$ cat src/design/real_spherical_harmonic_eval_macros.svh
// Assertion helpers for the spherical harmonic evaluator
`ifndef REAL_SPHERICAL_HARMONIC_EVAL_MACROS_SVH
`define REAL_SPHERICAL_HARMONIC_EVAL_MACROS_SVH
`ifndef ASSERT_OFF
// same-cycle implication
`define RSHE_ASSERT_IMPLY(label, clk, rst, ante, cons) \
  label: assert property (@(posedge clk) disable iff (rst) (ante) |-> (cons)) \
    else $error("rshe assertion failed");
// next-cycle implication
`define RSHE_ASSERT_NEXT(label, clk, rst, ante, cons) \
  label: assert property (@(posedge clk) disable iff (rst) (ante) |=> (cons)) \
    else $error("rshe assertion failed");
`else
`define RSHE_ASSERT_IMPLY(label, clk, rst, ante, cons)
`define RSHE_ASSERT_NEXT(label, clk, rst, ante, cons)
`endif
`endif

$ cat src/design/rshe_pkg.sv
package rshe_pkg;

  localparam int MAX_BAND_DEF   = 6;
  localparam int ANGLE_BITS_DEF = 16;

  // datapath width of the signed Q30 working values
  localparam int DATA_W = 45;
  localparam int MAG_W  = DATA_W - 1;
  localparam int LO_W   = 22;

  localparam logic [31:0] ONE_Q30     = 32'h4000_0000;
  localparam logic [31:0] HALF_PI_Q30 = 32'd1686629713;
  localparam longint unsigned NANO    = 64'd1000000000;

  localparam int OUT_MAX     = 524287;
  localparam int OUT_MIN_MAG = 524288;

  localparam int TAYLOR_TERMS = 6;
  localparam int QUEUE_DEPTH  = 2;
  localparam int NORM_ENTRIES = 28;

  typedef logic [31:0] norm_tab_t [NORM_ENTRIES];

  // normalization in units of 1e-9, index l*(l+1)/2 + |m|
  localparam norm_tab_t NORM_TAB = '{
    32'd282094792,
    32'd488602512, 32'd488602512,
    32'd630783131, 32'd364182810, 32'd546274215,
    32'd746352665, 32'd304697200, 32'd289061144, 32'd590043590,
    32'd846284375, 32'd267618617, 32'd189234939, 32'd252875824, 32'd625835735,
    32'd935602580, 32'd241571547, 32'd136958194, 32'd139782371, 32'd230629146,
    32'd656382057,
    32'd1017107236, 32'd221950995, 32'd105280601, 32'd87733836, 32'd112125534,
    32'd215147197, 32'd683184105
  };

  // Q30 form of the normalization, rounded, built at elaboration
  function automatic norm_tab_t make_tq();
    norm_tab_t r;
    longint unsigned v;
    for (int i = 0; i < NORM_ENTRIES; i++) begin
      v = (longint'(NORM_TAB[i]) << 30) + NANO / 2;
      r[i] = 32'(v / NANO);
    end
    return r;
  endfunction

  localparam norm_tab_t TQ_TAB = make_tq();

  typedef logic [7:0] tay_div_t [TAYLOR_TERMS];
  localparam tay_div_t TAYLOR_DIV = '{8'd156, 8'd110, 8'd72, 8'd42, 8'd20, 8'd6};

  // classified request handed from front to back
  typedef struct packed {
    logic        bad;
    logic [2:0]  band;
    logic [2:0]  am;
    logic        neg;
    logic        mz;
    logic [4:0]  tq_idx;
    logic [31:0] pth;
    logic [31:0] pph;
  } job_t;

  typedef struct packed {
    logic                     start;
    logic signed [DATA_W-1:0] a;
    logic signed [32:0]       b;
  } mul_req_t;

  typedef struct packed {
    logic                     done;
    logic signed [DATA_W-1:0] res;
  } mul_rsp_t;

  typedef struct packed {
    logic                     start;
    logic signed [DATA_W-1:0] num;
    logic [7:0]               den;
  } div_req_t;

  typedef struct packed {
    logic                     done;
    logic signed [DATA_W-1:0] quo;
  } div_rsp_t;

endpackage

$ cat src/design/rshe_queue.sv
module rshe_queue (
  input  logic           clk,
  input  logic           rst,
  input  logic           push,
  input  rshe_pkg::job_t din,
  input  logic           pop,
  output rshe_pkg::job_t dout,
  output logic           full,
  output logic           empty
);

  localparam int DEPTH = rshe_pkg::QUEUE_DEPTH;
  localparam int PW    = $clog2(DEPTH);

  rshe_pkg::job_t mem [DEPTH];
  logic [PW-1:0]  wr_ptr, rd_ptr;
  logic [PW:0]    count;

  assign full  = (count == (PW+1)'(DEPTH));
  assign empty = (count == '0);
  assign dout  = mem[rd_ptr];

  always_ff @(posedge clk) begin
    if (push && !full) begin
      mem[wr_ptr] <= din;
    end
  end

  // pointers wrap at the depth
  always_ff @(posedge clk) begin
    if (rst) begin
      wr_ptr <= '0;
      rd_ptr <= '0;
      count  <= '0;
    end else begin
      if (push && !full) begin
        wr_ptr <= (wr_ptr == PW'(DEPTH - 1)) ? '0 : wr_ptr + 1'b1;
      end
      if (pop && !empty) begin
        rd_ptr <= (rd_ptr == PW'(DEPTH - 1)) ? '0 : rd_ptr + 1'b1;
      end
      count <= count + (PW+1)'(push && !full) - (PW+1)'(pop && !empty);
    end
  end

endmodule

$ cat config.mk
export PLATFORM = sky130hd
export DESIGN_NAME = rshe_queue
export DESIGN_NICKNAME = d
export VERILOG_FILES = /design/src/design/real_spherical_harmonic_eval_macros.svh /design/src/design/rshe_pkg.sv /design/src/design/rshe_queue.sv
export SDC_FILE = /design/constraint.sdc
export NUM_CORES = 1
export LEC_CHECK = 0
export BUFFER_PORTS_ARGS = -buffer_cell sky130_fd_sc_hd__buf_2
export CORE_UTILIZATION = 56
export DETAILED_ROUTE_END_ITERATION = 8
export PLACE_DENSITY = 0.84
export SLEW_MARGIN = 25
export SYNTH_ARGS = -nofsm -noshare
export SYNTH_HDL_FRONTEND = slang
export SYNTH_SLANG_ARGS = --single-unit
$ cat constraint.sdc
create_clock -name clk -period 4.62 [get_ports clk]
set_clock_uncertainty 0.15 [all_clocks]
set_input_delay 0.693 -clock clk [delete_from_list [all_inputs] [get_ports clk]]
set_output_delay 0.693 -clock clk [all_outputs]
set_load 0.05 [all_outputs]
==> metrics <==
hpwl dp=6.42 mm; nets@finish=528; peak supply drop=0.518 mV; Final Max Slew Viols=0; initial antenna violation count=0; max_cap viols=0; cell taking the most area after synthesis=edfxtp_1; Global Route Usage Sum=18.4%; vias per std cell=5.07; post-route cell area=7490 µm²; Hold-fix buffers, CTS=0; largest cells by area after synthesis=edfxtp_1 (79%), mux2_2 (11%), mux2_4 (5.1%); hold path depth=1; RSZ-0062 raised after global routing=false; antenna-violating nets left=0; min-delay src=din[45]; leak pwr=2.85 nW; dpl ws=1720 ps; Row Count=37; multi-input logic area=1080 µm²; combinational share of power=35.1%; via count=3007; H-Tree Level Count=4; clk_lat worst skew=510 ps; Post-synth EDFFs=156; CTS tree=yes; final core occ=72.6%; most common library cells after synthesis=edfxtp_1 (156), mux2_2 (58), mux2_4 (20); RR Endpoint=mem[0][15]; Pint=3.23 mW; final period utilization=64.6%; Starting Density=57.6%; Placer Congestion=0.684; layout cell share with drive strength beyond 1=60.0%; Worst R2R Setup Slack=2070 ps; power per cell area=684 nW/µm²; syn avg cell area=22.0 µm²; worst endpoint required time=3780 ps; fillcell total=639; Layout area overhead=26.1%; R2R Path Start=count[0]; final setup vio count=0; TNS Setup=0 ps; Hold Fails Final Rpt=0; Slew headroom=48.1%; clock network fraction of total power=26.4%; Remaining DRCs=0; switching power=1.89 mW; path depth of the worst reg2reg path=5; worst hold endpoint=mem[0][45]; worst min path class=in -> reg; Main synth FF type=edfxtp_1; total power=5.12 mW; final worst setup slack=1640 ps; Ys Warns=0; TritonCTS Buffers=17; post-cts sizing count=0; count leader, synth=edfxtp_1; post-synthesis cell count=270; fin crit period=2980 ps; GRT overflow=0; CP max FO=42; Yosys reg bits=161; Die Span X=105 µm; Post-synth ARST share=0%; WL/cell=16.6 µm; First DRT Iteration DRCs=141; CTS clk-pin slew, worst paths=60 ps; largest net degree at the start of global routing=79; crit path DAT=2140 ps; post-synthesis sequential area ratio=80.5%; ant diodes=0; Post-Syn Area=5940 µm²; Num Clock Sinks=161; global-route wire length before repair=14.9 mm; post-CTS setup buffers=0; kind of critical path=reg -> out; post-placement cell area=6890 µm²; Switching Share=36.9%; Worst setup SP type=flip-flop; FF/Latch Area=4790 µm²; total routed wirelength=9.82 mm; share of Yosys cell area claimed by the top area cell type=78.8%; IO Port Bufs=161; Syn Nets=354; Fmax=335 MHz; CP Capture Type=primary output; # IOs=162; drt first pass iters=4; Die ar.=11000 µm²; Max Root-Sink Buffers=2; clk root buf=clkbuf_8; Least-Margin Pin Slew=777 ps; Reg power frac=38.5%; Die Ht=105 µm; area of the core=10300 µm²; status=complete, no violations; vias in the first global route=3008; Synth cell types=22
==> power groups by stage <==
stage | Sequential, mW | Combinational, mW | Clock [mW]
floorplan | 1.94 | 1.51 | 0
global placement | 2.05 | 1.71 | 0
detailed placement | 2.01 | 1.81 | 0
CTS | 1.98 | 1.81 | 1.38
global route | 1.99 | 1.88 | 1.44
finish | 1.97 | 1.80 | 1.35
==> flip-flops by register name (all words and copies together) (netlist names), named ones only <==
name    count
count       2
mem       156
rd_ptr      1
wr_ptr      1
==> area by class of cell <==
cell class	instances	share of cell area, %
multi-input cells	96	14.4
clock buffers	23	5.96
repair buffers	164	11.5
inverters	4	0.217
clock inverters	9	1.80
well taps	136	2.27
flip-flops and latches	161	63.9
==> how the worst max path moves through the flow <==
stage | end | slack [ps] | cells past startpoint
after global placement | mem[0][39] | 1780 | 5
after global routing | dout[67] | 1530 | 3
after detailed placement | mem[0][42] | 1720 | 5
final | dout[65] | 1640 | 3
after CTS | dout[43] | 1580 | 3
after floorplan | mem[0][0] | 1430 | 3
==> cell families (layout without fill, tap and decap cells) <==
kind of cell	Yosys count	after routing	share of synthesized area (%)
xor+xnor	2	2	0.295
fa+ha+maj	2	2	0.421
simple gates	11	11	0.990
mux	78	78	16.0
compound gates	3	3	0.295
flops	161	161	80.5
buf+inv	13	200	1.43
==> routing by layer <==
layer / wire length (µm) / vias to the layer above / share of wire (%) / track usage (%)
met5: 0 / - / 0 / 0
met4: 55 / 0 / 0.56 / 6.34
met3: 551 / 7 / 5.6 / 6.86
met2: 5040 / 114 / 51 / 29.7
met1: 4170 / 1470 / 42 / 22.9
li1: - / 1416 / - / -
==> through the flow <==
stage,hold slack [ps],std cells
3_5_place_dp,358,560
4_1_cts,184,592
5_1_grt,177,593
2_1_floorplan,301,270
6_report,213,593
3_3_place_gp,327,559
==> worst max-delay path, stage by stage, from the launching register on <==
cell	delay [ps]
dfxtp_4	700
buf_16	320
mux2_2	370
buf_2	210
==> cells in the final DEF (no fill, tap or decap), drive strengths merged <==
master,count
nor2,4
clkbuf,23
clkinvlp,6
o21a,1
nand2b,1
clkinv,1
mux2,78
buf,164
ha,2
nor2b,1
and2,1
o21ai,1
bufinv,3
and3,1
or3,1
edfxtp,156
nor3,1
inv,3
a21oi,1
xnor2,1
dfxtp,5
nand2,1
xor2,1
Note: power is estimated with default switching activity, not from simulation.
