$ cat src/design/real_spherical_harmonic_eval_macros.svh
// Assertion helpers for the spherical harmonic evaluator
`ifndef REAL_SPHERICAL_HARMONIC_EVAL_MACROS_SVH
`define REAL_SPHERICAL_HARMONIC_EVAL_MACROS_SVH
`ifndef ASSERT_OFF
// same-cycle implication
`define RSHE_ASSERT_IMPLY(label, clk, rst, ante, cons) \
  label: assert property (@(posedge clk) disable iff (rst) (ante) |-> (cons)) \
    else $error("rshe assertion failed");
// next-cycle implication
`define RSHE_ASSERT_NEXT(label, clk, rst, ante, cons) \
  label: assert property (@(posedge clk) disable iff (rst) (ante) |=> (cons)) \
    else $error("rshe assertion failed");
`else
`define RSHE_ASSERT_IMPLY(label, clk, rst, ante, cons)
`define RSHE_ASSERT_NEXT(label, clk, rst, ante, cons)
`endif
`endif

$ cat src/design/rshe_pkg.sv
package rshe_pkg;

  localparam int MAX_BAND_DEF   = 6;
  localparam int ANGLE_BITS_DEF = 16;

  // datapath width of the signed Q30 working values
  localparam int DATA_W = 45;
  localparam int MAG_W  = DATA_W - 1;
  localparam int LO_W   = 22;

  localparam logic [31:0] ONE_Q30     = 32'h4000_0000;
  localparam logic [31:0] HALF_PI_Q30 = 32'd1686629713;
  localparam longint unsigned NANO    = 64'd1000000000;

  localparam int OUT_MAX     = 524287;
  localparam int OUT_MIN_MAG = 524288;

  localparam int TAYLOR_TERMS = 6;
  localparam int QUEUE_DEPTH  = 2;
  localparam int NORM_ENTRIES = 28;

  typedef logic [31:0] norm_tab_t [NORM_ENTRIES];

  // normalization in units of 1e-9, index l*(l+1)/2 + |m|
  localparam norm_tab_t NORM_TAB = '{
    32'd282094792,
    32'd488602512, 32'd488602512,
    32'd630783131, 32'd364182810, 32'd546274215,
    32'd746352665, 32'd304697200, 32'd289061144, 32'd590043590,
    32'd846284375, 32'd267618617, 32'd189234939, 32'd252875824, 32'd625835735,
    32'd935602580, 32'd241571547, 32'd136958194, 32'd139782371, 32'd230629146,
    32'd656382057,
    32'd1017107236, 32'd221950995, 32'd105280601, 32'd87733836, 32'd112125534,
    32'd215147197, 32'd683184105
  };

  // Q30 form of the normalization, rounded, built at elaboration
  function automatic norm_tab_t make_tq();
    norm_tab_t r;
    longint unsigned v;
    for (int i = 0; i < NORM_ENTRIES; i++) begin
      v = (longint'(NORM_TAB[i]) << 30) + NANO / 2;
      r[i] = 32'(v / NANO);
    end
    return r;
  endfunction

  localparam norm_tab_t TQ_TAB = make_tq();

  typedef logic [7:0] tay_div_t [TAYLOR_TERMS];
  localparam tay_div_t TAYLOR_DIV = '{8'd156, 8'd110, 8'd72, 8'd42, 8'd20, 8'd6};

  // classified request handed from front to back
  typedef struct packed {
    logic        bad;
    logic [2:0]  band;
    logic [2:0]  am;
    logic        neg;
    logic        mz;
    logic [4:0]  tq_idx;
    logic [31:0] pth;
    logic [31:0] pph;
  } job_t;

  typedef struct packed {
    logic                     start;
    logic signed [DATA_W-1:0] a;
    logic signed [32:0]       b;
  } mul_req_t;

  typedef struct packed {
    logic                     done;
    logic signed [DATA_W-1:0] res;
  } mul_rsp_t;

  typedef struct packed {
    logic                     start;
    logic signed [DATA_W-1:0] num;
    logic [7:0]               den;
  } div_req_t;

  typedef struct packed {
    logic                     done;
    logic signed [DATA_W-1:0] quo;
  } div_rsp_t;

endpackage

$ cat src/design/rshe_mulq.sv
module rshe_mulq (
  input  logic               clk,
  input  logic               rst,
  input  rshe_pkg::mul_req_t req,
  output rshe_pkg::mul_rsp_t rsp
);

  localparam int MAG_W = rshe_pkg::MAG_W;
  localparam int LO_W  = rshe_pkg::LO_W;
  localparam int HI_W  = MAG_W - LO_W;
  localparam int ACC_W = MAG_W + 32;

  logic [1:0]       step;
  logic [MAG_W-1:0] ua;
  logic [31:0]      ub;
  logic             neg;
  logic [ACC_W-1:0] acc;
  logic [LO_W+31:0] pp_lo;
  logic [HI_W+31:0] pp_hi;
  logic [rshe_pkg::DATA_W-1:0] shifted;
  logic             done_r;
  logic signed [rshe_pkg::DATA_W-1:0] res_r;

  // one partial product per cycle
  always_comb begin
    pp_lo   = ua[LO_W-1:0] * ub;
    pp_hi   = ua[MAG_W-1:LO_W] * ub;
    shifted = rshe_pkg::DATA_W'(acc >> 30);
  end

  assign rsp.done = done_r;
  assign rsp.res  = res_r;

  always_ff @(posedge clk) begin
    if (rst) begin
      step   <= 2'd0;
      done_r <= 1'b0;
    end else begin
      done_r <= 1'b0;
      case (step)
        2'd0: begin
          if (req.start) begin
            ua   <= req.a[rshe_pkg::DATA_W-1] ? MAG_W'(-req.a) : MAG_W'(req.a);
            ub   <= req.b[32] ? 32'(-req.b) : 32'(req.b);
            neg  <= req.a[rshe_pkg::DATA_W-1] ^ req.b[32];
            step <= 2'd1;
          end
        end
        2'd1: begin
          acc  <= ACC_W'(pp_lo);
          step <= 2'd2;
        end
        2'd2: begin
          acc  <= acc + (ACC_W'(pp_hi) << LO_W);
          step <= 2'd3;
        end
        default: begin
          // magnitude truncates, sign applied after
          res_r  <= neg ? -$signed(shifted) : $signed(shifted);
          done_r <= 1'b1;
          step   <= 2'd0;
        end
      endcase
    end
  end

endmodule

$ cat config.mk
export PLATFORM = sky130hd
export DESIGN_NAME = rshe_mulq
export DESIGN_NICKNAME = d
export VERILOG_FILES = /design/src/design/real_spherical_harmonic_eval_macros.svh /design/src/design/rshe_pkg.sv /design/src/design/rshe_mulq.sv
export SDC_FILE = /design/constraint.sdc
export NUM_CORES = 2
export LEC_CHECK = 0
export BUFFER_PORTS_ARGS = -buffer_cell sky130_fd_sc_hd__buf_2
export CAP_MARGIN = 20
export CORE_MARGIN = 2
export CORE_UTILIZATION = 45
export DETAILED_ROUTE_END_ITERATION = 8
export SLEW_MARGIN = 0
export SYNTH_ARGS = -nofsm -noshare
export SYNTH_HDL_FRONTEND = slang
export SYNTH_SLANG_ARGS = --single-unit
$ cat constraint.sdc
create_clock -name clk -period 22.2 [get_ports clk]
set_clock_uncertainty 0.05 [all_clocks]
set_input_delay 0 -clock clk [delete_from_list [all_inputs] [get_ports clk]]
set_output_delay 0 -clock clk [all_outputs]
set_load 0.02 [all_outputs]
==> impl_metrics.py <==
metrics = {
    "logic_synthesis": {
        "synthSimpleGateAreaFrac_pct": 15.9,
        "syn_nets": 7615,
        "synthMuxAreaShare_pct": 0.0763,
        "synthArstFlopShare_pct": 0,
        "synth-seq-cells": 178,
        "syn_inst": 5950,
        "synth-compound-area-share_pct": 6.42,
        "synth_top_family_by_area": "adder cells",
        "synthAdderAreaFrac_pct": 53.2,
        "ys_seq_area_share_pct": 9.82,
        "yosys.area_share.xor_xnor_pct": 3.98,
        "synth_edf_count": 175,
        "avgSynthCellArea_sq_um": 9.10,
        "yosysWarnings": 0,
        "syn-cell-area_sq_mm": 0.0541,
        "ys_types": 70,
        "synth_ff_type": "edfxtp_1",
    },
    "placed_design": {
        "post-place-ws_ns": 11.41,
        "placed_area_sq_mm": 0.0561,
        "gp_congestion": 0.897,
        "port_buffers": 126,
        "hpwl_um": 113000,
    },
    "worst_hold_path": {
        "hp-class": "in -> reg",
        "min_path_cells": 2,
    },
    "timing": {
        "clock.fmax_mhz": 91.4,
        "hold_violations": 0,
        "slew_headroom_pct": 21.2,
        "fin_ws_ns": 11.26,
        "tightest_slew_ns": 1.18,
        "fin_setup_tns_ns": 0,
        "period_share_pct": 49.3,
        "setup_viol": 0,
        "maxSlewViolCount": 0,
        "rsz0062_at_grt": "false",
        "post-route-min-period_ns": 10.94,
    },
    "grt": {
        "gr-total-overflow": 0,
        "antenna_found_initial": 3,
        "grt_max_degree": 60,
        "grt_pass1_wl_um": 233000,
        "first_global_vias": 42517,
        "grtUsageTotal_pct": 24.4,
    },
    "die": {
        "die_h_um": 351,
        "core-area_sq_mm": 0.120,
        "initial_utilization_pct": 45.2,
        "die-area_sq_mm": 0.123,
        "io_pins": 127,
        "rows": 127,
        "die_x_um": 351,
    },
    "critical_path": {
        "crit_path_frequent_cell": "fa_1",
        "reg2reg_depth": 31,
        "start_kind": "register",
        "slowest_stage": "edfxtp_1",
        "worstSetupEndpointType": "register",
        "required_ns": 22.44,
        "arrival_ns": 11.18,
        "crit_type": "reg -> reg",
        "cpPeakStageDelay_ns": 1.14,
        "critPathMaxFanout": 23,
    },
    "layout": {
        "fin_area_sq_mm": 0.0581,
        "drive_gt1_share_pct": 4.67,
        "syn2layout_area_growth_pct": 7.39,
        "final_nets": 7627,
        "final_common_cell": "inv_1",
        "utilization_pct": 48.6,
        "most-common-layout-cells": "inv_1 (1199), fa_1 (1193), nand2_1 (1156)",
    },
    "route": {
        "routed_wl_um": 144000,
        "drc": 0,
        "ant_nets": 0,
        "initialDrtViolationCount": 2370,
        "viasPerCell": 5.31,
        "firstDrtPassIters": 5,
        "routedWlPerCell_um": 19.0,
        "vias": 40293,
    },
    "clock_tree": {
        "clk_pin_slew_ns": 0.09,
        "cts_sinks": 178,
        "cts_tree": "done",
        "insertion_delay_ns": 0.53,
        "cts_buffers": 17,
        "cts_setup_buffers": 0,
        "cts-root-buf": "clkbuf_16",
        "clock_path_buffers": 2,
        "h-tree-depth": 4,
        "cts_resized": 0,
        "hold_buffers": 112,
    },
    "status": {
        "status": "completed",
    },
    "run": {
        "cap_violations": 0,
    },
}
==> flip-flops by register name, summed over array words and instances, names as in the netlist <==
register  count
done_r        1
ua           44
step          2
ub           32
acc          53
neg           1
res_r        45
==> worst max-delay path, delay by kind of cell (launching register included) <==
family,cells,cell delay [ns]
flops,1,1.14
simple gates,3,0.44
compound gates,14,4.15
xor+xnor,2,0.44
buf+inv,3,0.15
fa+ha+maj,9,4.33
==> cells in the mapped netlist, drive strengths merged, types with 18 or more instances <==
cell type	number	share of area (%)
inv	1199	8.3
fa	1193	44
nand2	1156	8.0
and2	424	4.9
ha	391	9.0
clkbuf	304	2.1
xnor2	191	3.1
edfxtp	175	9.7
a21oi	141	1.3
o21ai	138	1.3
a21o	77	1.1
nor2	73	0.51
xor2	55	0.89
o31ai	42	0.59
nor2b	28	0.32
buf	26	0.19
nand3	26	0.24
nand4	25	0.29
a31oi	24	0.28
nand2b	22	0.26
nor3	21	0.20
o41ai	19	0.32
and3	18	0.21
==> per-stage QoR <==
stage                     hold slack [ns]  std cells
after floorplan                    0.0216       5950
after global placement              0.158       7429
after detailed placement            0.163       7432
after CTS                          0.0596       7576
after global routing               0.0492       7587
final                               0.139       7588
==> path summary, 6_finish.rpt <==
kind | from | to | slack (ns)
min | req[59] | ua[26]$_DFFE_PP_ | 0.14
min reg2reg | step[1]$_SDFFE_PP0P_ | step[1]$_SDFFE_PP0P_ | 0.52
max | ub[13]$_DFFE_PP_ | acc[73]$_SDFFCE_PN0P_ | 11.26
max reg2reg | ub[13]$_DFFE_PP_ | acc[73]$_SDFFCE_PN0P_ | 11.26
==> cell families (layout without fill, tap and decap cells) <==
kind of cell               after synthesis  after routing
and+or+nand+nor                       1863           1863
adders and majority gates             1584           1584
buffers and inverters                 1529           1554
AOI/OAI and AO/OA                      546            546
xor gates and xnor gates               246            246
DFF                                    178            178
muxes                                    4              4
other                                    0              1
==> metal layers <==
layer / share of wire (%) / global-route usage [%]
met5: 0.0090 / 0
met4: 4.4 / 9.66
met3: 4.7 / 2.61
met2: 50 / 41.7
met1: 41 / 31.7
==> layout make-up <==
cell class | instances | area [sq um]
Fill cell | 11417 | 61500
Clock buffer | 17 | 425
Clock inverter | 15 | 170
Sequential cell | 178 | 5320
Antenna cell | 1 | 2.50
Multi-Input combinational cell | 4243 | 43100
Tap cell | 1612 | 2020
Inverter | 1199 | 4500
Timing Repair Buffer | 323 | 2600
Power is left out: the tool's default activity adds up to more than one toggle a clock period on the data nets, which glitch-free logic cannot reach.
