===== src/design/real_spherical_harmonic_eval_macros.svh =====
// Assertion helpers for the spherical harmonic evaluator
`ifndef REAL_SPHERICAL_HARMONIC_EVAL_MACROS_SVH
`define REAL_SPHERICAL_HARMONIC_EVAL_MACROS_SVH
`ifndef ASSERT_OFF
// same-cycle implication
`define RSHE_ASSERT_IMPLY(label, clk, rst, ante, cons) \
  label: assert property (@(posedge clk) disable iff (rst) (ante) |-> (cons)) \
    else $error("rshe assertion failed");
// next-cycle implication
`define RSHE_ASSERT_NEXT(label, clk, rst, ante, cons) \
  label: assert property (@(posedge clk) disable iff (rst) (ante) |=> (cons)) \
    else $error("rshe assertion failed");
`else
`define RSHE_ASSERT_IMPLY(label, clk, rst, ante, cons)
`define RSHE_ASSERT_NEXT(label, clk, rst, ante, cons)
`endif
`endif


===== src/design/rshe_pkg.sv =====
package rshe_pkg;

  localparam int MAX_BAND_DEF   = 6;
  localparam int ANGLE_BITS_DEF = 16;

  // datapath width of the signed Q30 working values
  localparam int DATA_W = 45;
  localparam int MAG_W  = DATA_W - 1;
  localparam int LO_W   = 22;

  localparam logic [31:0] ONE_Q30     = 32'h4000_0000;
  localparam logic [31:0] HALF_PI_Q30 = 32'd1686629713;
  localparam longint unsigned NANO    = 64'd1000000000;

  localparam int OUT_MAX     = 524287;
  localparam int OUT_MIN_MAG = 524288;

  localparam int TAYLOR_TERMS = 6;
  localparam int QUEUE_DEPTH  = 2;
  localparam int NORM_ENTRIES = 28;

  typedef logic [31:0] norm_tab_t [NORM_ENTRIES];

  // normalization in units of 1e-9, index l*(l+1)/2 + |m|
  localparam norm_tab_t NORM_TAB = '{
    32'd282094792,
    32'd488602512, 32'd488602512,
    32'd630783131, 32'd364182810, 32'd546274215,
    32'd746352665, 32'd304697200, 32'd289061144, 32'd590043590,
    32'd846284375, 32'd267618617, 32'd189234939, 32'd252875824, 32'd625835735,
    32'd935602580, 32'd241571547, 32'd136958194, 32'd139782371, 32'd230629146,
    32'd656382057,
    32'd1017107236, 32'd221950995, 32'd105280601, 32'd87733836, 32'd112125534,
    32'd215147197, 32'd683184105
  };

  // Q30 form of the normalization, rounded, built at elaboration
  function automatic norm_tab_t make_tq();
    norm_tab_t r;
    longint unsigned v;
    for (int i = 0; i < NORM_ENTRIES; i++) begin
      v = (longint'(NORM_TAB[i]) << 30) + NANO / 2;
      r[i] = 32'(v / NANO);
    end
    return r;
  endfunction

  localparam norm_tab_t TQ_TAB = make_tq();

  typedef logic [7:0] tay_div_t [TAYLOR_TERMS];
  localparam tay_div_t TAYLOR_DIV = '{8'd156, 8'd110, 8'd72, 8'd42, 8'd20, 8'd6};

  // classified request handed from front to back
  typedef struct packed {
    logic        bad;
    logic [2:0]  band;
    logic [2:0]  am;
    logic        neg;
    logic        mz;
    logic [4:0]  tq_idx;
    logic [31:0] pth;
    logic [31:0] pph;
  } job_t;

  typedef struct packed {
    logic                     start;
    logic signed [DATA_W-1:0] a;
    logic signed [32:0]       b;
  } mul_req_t;

  typedef struct packed {
    logic                     done;
    logic signed [DATA_W-1:0] res;
  } mul_rsp_t;

  typedef struct packed {
    logic                     start;
    logic signed [DATA_W-1:0] num;
    logic [7:0]               den;
  } div_req_t;

  typedef struct packed {
    logic                     done;
    logic signed [DATA_W-1:0] quo;
  } div_rsp_t;

endpackage


===== src/design/rshe_if.sv =====


interface rshe_result_if;
  logic               valid;
  logic               ready;
  logic signed [19:0] basis_value;
  logic               bad_index;
  modport source (output valid, basis_value, bad_index, input ready);
  modport sink   (input valid, basis_value, bad_index, output ready);
endinterface


===== src/design/rshe_back.sv =====
module rshe_back (
  input  logic               clk,
  input  logic               rst,
  input  logic               empty,
  input  rshe_pkg::job_t     head,
  output logic               pop,
  output rshe_pkg::mul_req_t mreq,
  input  rshe_pkg::mul_rsp_t mrsp,
  output rshe_pkg::div_req_t dreq,
  input  rshe_pkg::div_rsp_t drsp,
  rshe_result_if.source      result
);

  localparam int DW    = rshe_pkg::DATA_W;
  localparam int MAG_W = rshe_pkg::MAG_W;
  localparam int RQ_W  = MAG_W - 13;

  typedef enum logic [3:0] {
    S_IDLE, S_X, S_X2, S_TM, S_TD, S_SQ, S_QUAD, S_PMM,
    S_P1, S_RM, S_RD, S_NRM, S_AZ, S_RND, S_OUT
  } state_t;

  state_t         st;
  logic           pend;
  rshe_pkg::job_t job;
  logic [1:0]     k;
  logic [2:0]     ti, cnt, n;
  logic [30:0]    ang_x, tay_t;
  logic [31:0]    ang_x2;
  logic [31:0]    sq [4];
  logic signed [DW-1:0] prod, pmm, pmmp1, p_r, y_r, num;
  logic signed [32:0]   cos_x, sin_s, ap;

  logic [31:0]    ph;
  logic [30:0]    a31, arg;
  logic [3:0]     k_p1, k_n2, k_nm;
  logic [7:0]     dn;
  logic signed [32:0] th_c, az_c, az_s;
  logic [MAG_W-1:0]   rmag;
  logic [RQ_W-1:0]    rq;
  logic signed [19:0] rval;

  function automatic logic signed [DW-1:0] op_a(input logic [31:0] v);
    return $signed(DW'(v));
  endfunction

  function automatic logic signed [32:0] op_b(input logic [31:0] v);
    return $signed({1'b0, v});
  endfunction

  function automatic logic signed [32:0] qcos(input logic [1:0] q,
                                              input logic [31:0] ca, input logic [31:0] sa);
    logic signed [32:0] r;
    case (q)
      2'd0:    r = op_b(ca);
      2'd1:    r = -op_b(sa);
      2'd2:    r = -op_b(ca);
      default: r = op_b(sa);
    endcase
    return r;
  endfunction

  function automatic logic signed [32:0] qsin(input logic [1:0] q,
                                              input logic [31:0] ca, input logic [31:0] sa);
    logic signed [32:0] r;
    case (q)
      2'd0:    r = op_b(sa);
      2'd1:    r = op_b(ca);
      2'd2:    r = -op_b(sa);
      default: r = -op_b(ca);
    endcase
    return r;
  endfunction

  // operand selection, recurrence constants, output rounding
  always_comb begin
    ph   = k[1] ? job.pph : job.pth;
    a31  = {1'b0, ph[29:0]};
    arg  = k[0] ? (31'(rshe_pkg::ONE_Q30) - a31) : a31;
    k_p1 = {job.am, 1'b1};
    k_n2 = {n, 1'b0} - 4'd1;
    k_nm = 4'(n) + 4'(job.am) - 4'd1;
    dn   = 8'(n) - 8'(job.am);
    th_c = qcos(job.pth[31:30], sq[1], sq[0]);
    az_c = qcos(job.pph[31:30], sq[3], sq[2]);
    az_s = qsin(job.pph[31:30], sq[3], sq[2]);
    num  = DW'(mrsp.res * $signed({1'b0, k_n2})) - DW'(pmm * $signed({1'b0, k_nm}));
    rmag = y_r[DW-1] ? MAG_W'(-y_r) : MAG_W'(y_r);
    rq   = RQ_W'(((MAG_W+1)'(rmag) + (MAG_W+1)'(8192)) >> 14);
    if (y_r[DW-1]) begin
      rval = (rq > RQ_W'(rshe_pkg::OUT_MIN_MAG)) ? -20'sd524288 : $signed(20'(-rq));
    end else begin
      rval = (rq > RQ_W'(rshe_pkg::OUT_MAX)) ? 20'sd524287 : $signed(20'(rq));
    end
  end

  assign pop = (st == S_IDLE) && !empty;

  // sequencer: bad indices answered at once; otherwise sines by Taylor series, then Legendre recurrence, then scaling
  always_ff @(posedge clk) begin
    if (rst) begin
      st           <= S_IDLE;
      pend         <= 1'b0;
      mreq.start   <= 1'b0;
      dreq.start   <= 1'b0;
      result.valid <= 1'b0;
    end else begin
      // start strobes last one cycle; they drop while a unit works
      if (pend) begin
        mreq.start <= 1'b0;
        dreq.start <= 1'b0;
      end
      case (st)
        S_IDLE: begin
          if (!empty) begin
            job <= head;
            k   <= 2'd0;
            if (head.bad) begin
              result.valid       <= 1'b1;
              result.basis_value <= '0;
              result.bad_index   <= 1'b1;
              st                 <= S_OUT;
            end else begin
              st <= S_X;
            end
          end
        end
        S_X: begin
          if (!pend) begin
            mreq <= '{1'b1, op_a(32'(arg)), op_b(rshe_pkg::HALF_PI_Q30)};
            pend <= 1'b1;
          end else if (mrsp.done) begin
            ang_x <= mrsp.res[30:0];
            pend  <= 1'b0;
            st    <= S_X2;
          end
        end
        S_X2: begin
          if (!pend) begin
            mreq <= '{1'b1, op_a(32'(ang_x)), op_b(32'(ang_x))};
            pend <= 1'b1;
          end else if (mrsp.done) begin
            ang_x2 <= mrsp.res[31:0];
            tay_t  <= 31'(rshe_pkg::ONE_Q30);
            ti     <= 3'd0;
            pend   <= 1'b0;
            st     <= S_TM;
          end
        end
        S_TM: begin
          if (!pend) begin
            mreq <= '{1'b1, op_a(ang_x2), op_b(32'(tay_t))};
            pend <= 1'b1;
          end else if (mrsp.done) begin
            prod <= mrsp.res;
            pend <= 1'b0;
            st   <= S_TD;
          end
        end
        S_TD: begin
          if (!pend) begin
            dreq <= '{1'b1, prod, rshe_pkg::TAYLOR_DIV[ti]};
            pend <= 1'b1;
          end else if (drsp.done) begin
            tay_t <= 31'(rshe_pkg::ONE_Q30) - drsp.quo[30:0];
            pend  <= 1'b0;
            if (ti == 3'(rshe_pkg::TAYLOR_TERMS - 1)) begin
              st <= S_SQ;
            end else begin
              ti <= ti + 3'd1;
              st <= S_TM;
            end
          end
        end
        S_SQ: begin
          if (!pend) begin
            mreq <= '{1'b1, op_a(32'(ang_x)), op_b(32'(tay_t))};
            pend <= 1'b1;
          end else if (mrsp.done) begin
            sq[k] <= mrsp.res[31:0];
            pend  <= 1'b0;
            k     <= k + 2'd1;
            st    <= (k == 2'd3) ? S_QUAD : S_X;
          end
        end
        S_QUAD: begin
          // quadrant fold; polar sine taken as magnitude
          cos_x <= th_c;
          sin_s <= op_b(job.pth[30] ? sq[1] : sq[0]);
          ap    <= job.neg ? az_s : az_c;
          pmm   <= op_a(rshe_pkg::ONE_Q30);
          cnt   <= 3'd0;
          st    <= S_PMM;
        end
        S_PMM: begin
          if (!pend) begin
            if (cnt == job.am) begin
              if (job.am == job.band) begin
                p_r <= pmm;
                st  <= S_NRM;
              end else begin
                st <= S_P1;
              end
            end else begin
              mreq <= '{1'b1, pmm, sin_s};
              pend <= 1'b1;
            end
          end else if (mrsp.done) begin
            pmm  <= -mrsp.res;
            cnt  <= cnt + 3'd1;
            pend <= 1'b0;
          end
        end
        S_P1: begin
          if (!pend) begin
            mreq <= '{1'b1, pmm, cos_x};
            pend <= 1'b1;
          end else if (mrsp.done) begin
            pmmp1 <= DW'(mrsp.res * $signed({1'b0, k_p1}));
            p_r   <= DW'(mrsp.res * $signed({1'b0, k_p1}));
            n     <= job.am + 3'd2;
            pend  <= 1'b0;
            st    <= ({1'b0, job.am} + 4'd2 > {1'b0, job.band}) ? S_NRM : S_RM;
          end
        end
        S_RM: begin
          if (!pend) begin
            mreq <= '{1'b1, pmmp1, cos_x};
            pend <= 1'b1;
          end else if (mrsp.done) begin
            prod <= num;
            pend <= 1'b0;
            st   <= S_RD;
          end
        end
        S_RD: begin
          if (!pend) begin
            dreq <= '{1'b1, prod, dn};
            pend <= 1'b1;
          end else if (drsp.done) begin
            p_r   <= drsp.quo;
            pmm   <= pmmp1;
            pmmp1 <= drsp.quo;
            n     <= n + 3'd1;
            pend  <= 1'b0;
            st    <= ({1'b0, n} + 4'd1 > {1'b0, job.band}) ? S_NRM : S_RM;
          end
        end
        S_NRM: begin
          if (!pend) begin
            mreq <= '{1'b1, p_r, op_b(rshe_pkg::TQ_TAB[job.tq_idx])};
            pend <= 1'b1;
          end else if (mrsp.done) begin
            y_r  <= mrsp.res;
            pend <= 1'b0;
            st   <= job.mz ? S_RND : S_AZ;
          end
        end
        S_AZ: begin
          if (!pend) begin
            mreq <= '{1'b1, y_r, ap};
            pend <= 1'b1;
          end else if (mrsp.done) begin
            y_r  <= mrsp.res;
            pend <= 1'b0;
            st   <= S_RND;
          end
        end
        S_RND: begin
          result.valid       <= 1'b1;
          result.basis_value <= rval;
          result.bad_index   <= 1'b0;
          st                 <= S_OUT;
        end
        S_OUT: begin
          if (result.ready) begin
            result.valid <= 1'b0;
            st           <= S_IDLE;
          end
        end
        default: st <= S_IDLE;
      endcase
    end
  end

endmodule


===== src/flat_wrapper.sv =====
// flat-port wrapper written by rule: the top's interface ports become plain ports
module rshe_back_flat 
  (clk, rst, empty, head, pop, mreq, mrsp, dreq, drsp, result_valid, result_basis_value, result_bad_index, result_ready);
  rshe_result_if result_i ();
  input  logic clk;
  input  logic rst;
  input  logic empty;
  input  rshe_pkg::job_t head;
  output logic pop;
  output rshe_pkg::mul_req_t mreq;
  input  rshe_pkg::mul_rsp_t mrsp;
  output rshe_pkg::div_req_t dreq;
  input  rshe_pkg::div_rsp_t drsp;
  output wire logic [$bits(result_i.valid)-1:0] result_valid;
  output wire logic [$bits(result_i.basis_value)-1:0] result_basis_value;
  output wire logic [$bits(result_i.bad_index)-1:0] result_bad_index;
  input wire logic [$bits(result_i.ready)-1:0] result_ready;
  assign result_valid = result_i.valid;
  assign result_basis_value = result_i.basis_value;
  assign result_bad_index = result_i.bad_index;
  assign result_i.ready = result_ready;
  rshe_back u_core (.clk(clk), .rst(rst), .empty(empty), .head(head), .pop(pop), .mreq(mreq), .mrsp(mrsp), .dreq(dreq), .drsp(drsp), .result(result_i));
endmodule

===== config.mk =====
export PLATFORM = sky130hd
export DESIGN_NAME = rshe_back_flat
export DESIGN_NICKNAME = d
export VERILOG_FILES = /design/src/design/real_spherical_harmonic_eval_macros.svh /design/src/design/rshe_pkg.sv /design/src/design/rshe_if.sv /design/src/design/rshe_back.sv /design/src/flat_wrapper.sv
export SDC_FILE = /design/constraint.sdc
export NUM_CORES = 2
export LEC_CHECK = 0
export BUFFER_PORTS_ARGS = -buffer_cell sky130_fd_sc_hd__buf_2
export CORE_ASPECT_RATIO = 0.9
export CORE_MARGIN = 1
export CORE_UTILIZATION = 63
export CTS_BUF_LIST = sky130_fd_sc_hd__clkbuf_16
export DETAILED_ROUTE_END_ITERATION = 16
export PLACE_DENSITY = 0.82
export SYNTH_ARGS = -nofsm -noshare
export SYNTH_HDL_FRONTEND = slang
export SYNTH_SLANG_ARGS = --single-unit

===== constraint.sdc =====
create_clock -name clk -period 12.4 [get_ports clk]
set_input_delay 0.62 -clock clk [delete_from_list [all_inputs] [get_ports clk]]
set_output_delay 0.62 -clock clk [all_outputs]
set_load 0.01 [all_outputs]

==> flow_summary.ini <==
[outcome]
outcome = complete, no violations

[critical_path]
crit_arrival_ns = 10.76
worstSetupStartpointType = flip-flop
required_ns = 12.78
crit_fanout = 40
worstReg2RegStart = u_core.job[72]
crit_top_cell = fa_1
cpPeakStageDelay_ns = 0.99
rrSetupSlack_ns = 2.02
end_kind = flip-flop
worstSetupPathType = reg -> reg
cpMaxStageDelayCell = a2111oi_1
reg2reg_to = u_core.prod[41]
reg2regPathDepth = 29

[final_layout]
final_nets = 6806
area_growth_pct = 9.457
stdcell_area_sq_um = 64980
fin_util_pct = 69.79
final_layout_size_suffix_gt1_share_pct = 12.02

[synth]
netlist_area_sq_um = 59370
synth_cells = 5851
synth_mux_area_share_pct = 4.125
ys_ff_latch = 793
async_flop_share_pct = 0
ys_types = 96
synth_top_area_share_pct = 39.71
yosys.area_share.simple_pct = 15.06
synth_compound_area_share_pct = 13.80
avgSynthCellArea_sq_um = 10.15
synth_top_family_by_area = adder cells
synth_ff_type = edfxtp_1
syn_nets = 6619
synth-edff-count = 785
yosysWarnings = 0
synth_xor_area_share_pct = 3.939
synth_seq_area_share_pct = 39.98
synth_area_leader_cell = edfxtp_1
synthAdderAreaFrac_pct = 16.76
synth_area_leaders = edfxtp_1 40%, fa_1 11%, ha_1 5.5%, inv_1 4.3%, nand2_1 3.5%

[sta]
slew_headroom_pct = 18.18
fin_ws_ns = 2.017
setup_viol = 0
drv_slew = 0
period_minus_slack_ns = 10.38
tns_ns = 0
hold_violations = 0
rsz0062_at_grt = no
clock_skew_ns = 0.05853
fin_crit_sh_pct = 83.74
tightest_slew_ns = 1.216
clock.fmax_mhz = 96.31

[die]
dieArea_sq_um = 95470
die_w_um = 325.6
row_count = 106
start_util_pct = 63.76
dieHeight_um = 293.2
ioPinCount = 330
core_sq_um = 93100

[clock_tree]
hold_buffers = 0
post-cts-setup-buffers = 0
cts_max_path_buffers = 3
clkSinkCount = 793
post_cts_resized = 0
cts_tree = built
cts-root-buf = clkbuf_16
clock_latency_ns = 0.72
path_clk_slew_ns = 0.06
h-tree-depth = 3
cts_made_buffers = 84

[power]
p_total_w = 0.01476
power_density_nw_per_um2 = 227.1
p_leak_nw = 25.82
peakVddDrop_mv = 0.3115

[hold_path]
holdPathStages = 1
hold_class = in -> reg
worstHoldEndpoint = u_core.job[66]
min_from = head[66]

[place]
gp_congestion = 1.003
io_buffers = 329
dpl-instance-area_sq_um = 62210
dp_hpwl_um = 137300
post-place-ws_ns = 2.079

[global_routing]
gr-usage-all-layers_pct = 40.08
antenna_found_initial = 20
grt_pass1_wl_um = 287100
grt_pass1_vias = 46050
overflow = 0
grt_start_max_net_pins = 95

[routing]
drt_first_pass_iters = 7
dr.first_iter.drc_count = 8022
wirelength_um = 192600
vias = 48980
wire_per_inst_um = 26.17
drcViolationCount = 0
postRouteAntennaNets = 0
via_per_inst = 6.655

[run]
cap_violations = 0
[routing by layer]
metal  global-route usage, %  vias up  wire (um)
met2                   54.74     3854      77980
met3                   14.95      522      32820
li1                        -    21100          -
met5                       0        -         75
met4                   15.32       10       8869
met1                   57.77    23500      72870
[power by group]
group          total [W]  switching, W  internal, W  leakage [nW]
logic            0.00874       0.00532      0.00343          17.2
clock network    0.00253       0.00116      0.00136          1.37
registers        0.00349      0.000122      0.00336          7.23
total             0.0148       0.00660      0.00816          25.8
[cell usage after synthesis, types with 142 or more instances]
master / count
and2_1: 196
nor2_1: 375
o21ai_0: 348
a21oi_1: 201
fa_1: 335
inv_1: 679
clkbuf_1: 264
edfxtp_1: 785
xnor2_1: 171
nand2_1: 550
nor3_1: 142
ha_1: 259
[cells in the final DEF (no fill, tap or decap), types with 48 or more instances in the layout]
cell	netlist	layout
a221oi_1	48	48
fa_1	335	335
o21ai_0	348	348
nor2_1	375	370
and2_1	196	196
a21o_1	66	66
nand3_1	94	94
buf_4	0	83
o211ai_1	75	75
edfxtp_1	785	785
nor2b_1	127	126
nor3_1	142	135
mux2i_1	59	59
a21oi_1	201	198
xor2_1	96	95
xnor2_1	171	170
a22oi_1	86	86
buf_2	5	329
or3_1	52	52
mux4_2	54	54
nand2_1	550	547
ha_1	259	259
mux2_2	57	57
inv_1	679	692
clkbuf_16	0	84
[state kept, by name (all words and copies together), names as in the netlist]
register,count
u_core.pmm,45
u_core.ang_x2,32
u_core.pmmp1,45
u_core.cnt,3
u_core.dreq,54
u_core.cos_x,33
u_core.result.valid,1
u_core.y_r,45
u_core.p_r,45
u_core.job,77
u_core.mreq,79
u_core.tay_t,31
u_core.sq,128
u_core.k,2
u_core.n,3
u_core.pend,1
u_core.ap,33
u_core.ang_x,31
u_core.result.bad_index,1
u_core.result.basis_value,20
u_core.sin_s,32
u_core.ti,3
u_core.prod,45
u_core.st,4
[worst max-delay path by stage]
stage	from	to	cells after the start
CTS	u_core.job[72]	u_core.prod[41]	29
global placement	u_core.job[72]	u_core.prod[41]	29
global route	u_core.job[72]	u_core.prod[41]	29
floorplan	u_core.st[1]	u_core.ap[0]	4
finish	u_core.job[72]	u_core.prod[41]	29
detailed placement	u_core.job[72]	u_core.prod[41]	29
[worst max-delay path: cells and delay by family (launching register included)]
kind	cells	cell delay (ns)
adder cells (fa/ha/maj)	9	4.28
AND/OR/NAND/NOR	2	0.18
flip-flops	1	0.58
buffers and inverters	7	1.40
XOR/XNOR	1	0.16
AO/OA/AOI/OAI	10	3.46
[logic make-up after synthesis]
| logic type | after synthesis |
|---|---|
| xor+xnor | 267 |
| simple gates | 1816 |
| fa+ha+maj | 594 |
| compound gates | 1211 |
| mux | 170 |
| buf+inv | 1000 |
| flops | 793 |
[through the flow]
| stage | hold WS (ns) | cells |
|---|---|---|
| 2_1_floorplan | 0.4657 | 5851 |
| 6_report | 0.09819 | 7360 |
| 4_1_cts | 0.07473 | 7347 |
| 3_5_place_dp | 0.4336 | 7194 |
| 5_1_grt | 0.08917 | 7349 |
| 3_3_place_gp | 0.4326 | 7194 |
[area by class of cell]
type,instances,area [sq um]
Multi-Input combinational cell,4058,32070
Tap cell,1242,1554
Timing Repair Buffer,412,2270
Clock buffer,84,2102
Fill cell,6791,28120
Sequential cell,793,23730
Inverter,689,2586
Clock inverter,69,633.1
Antenna cell,13,32.53
No activity file was read; power rests on OpenSTA's default activity.
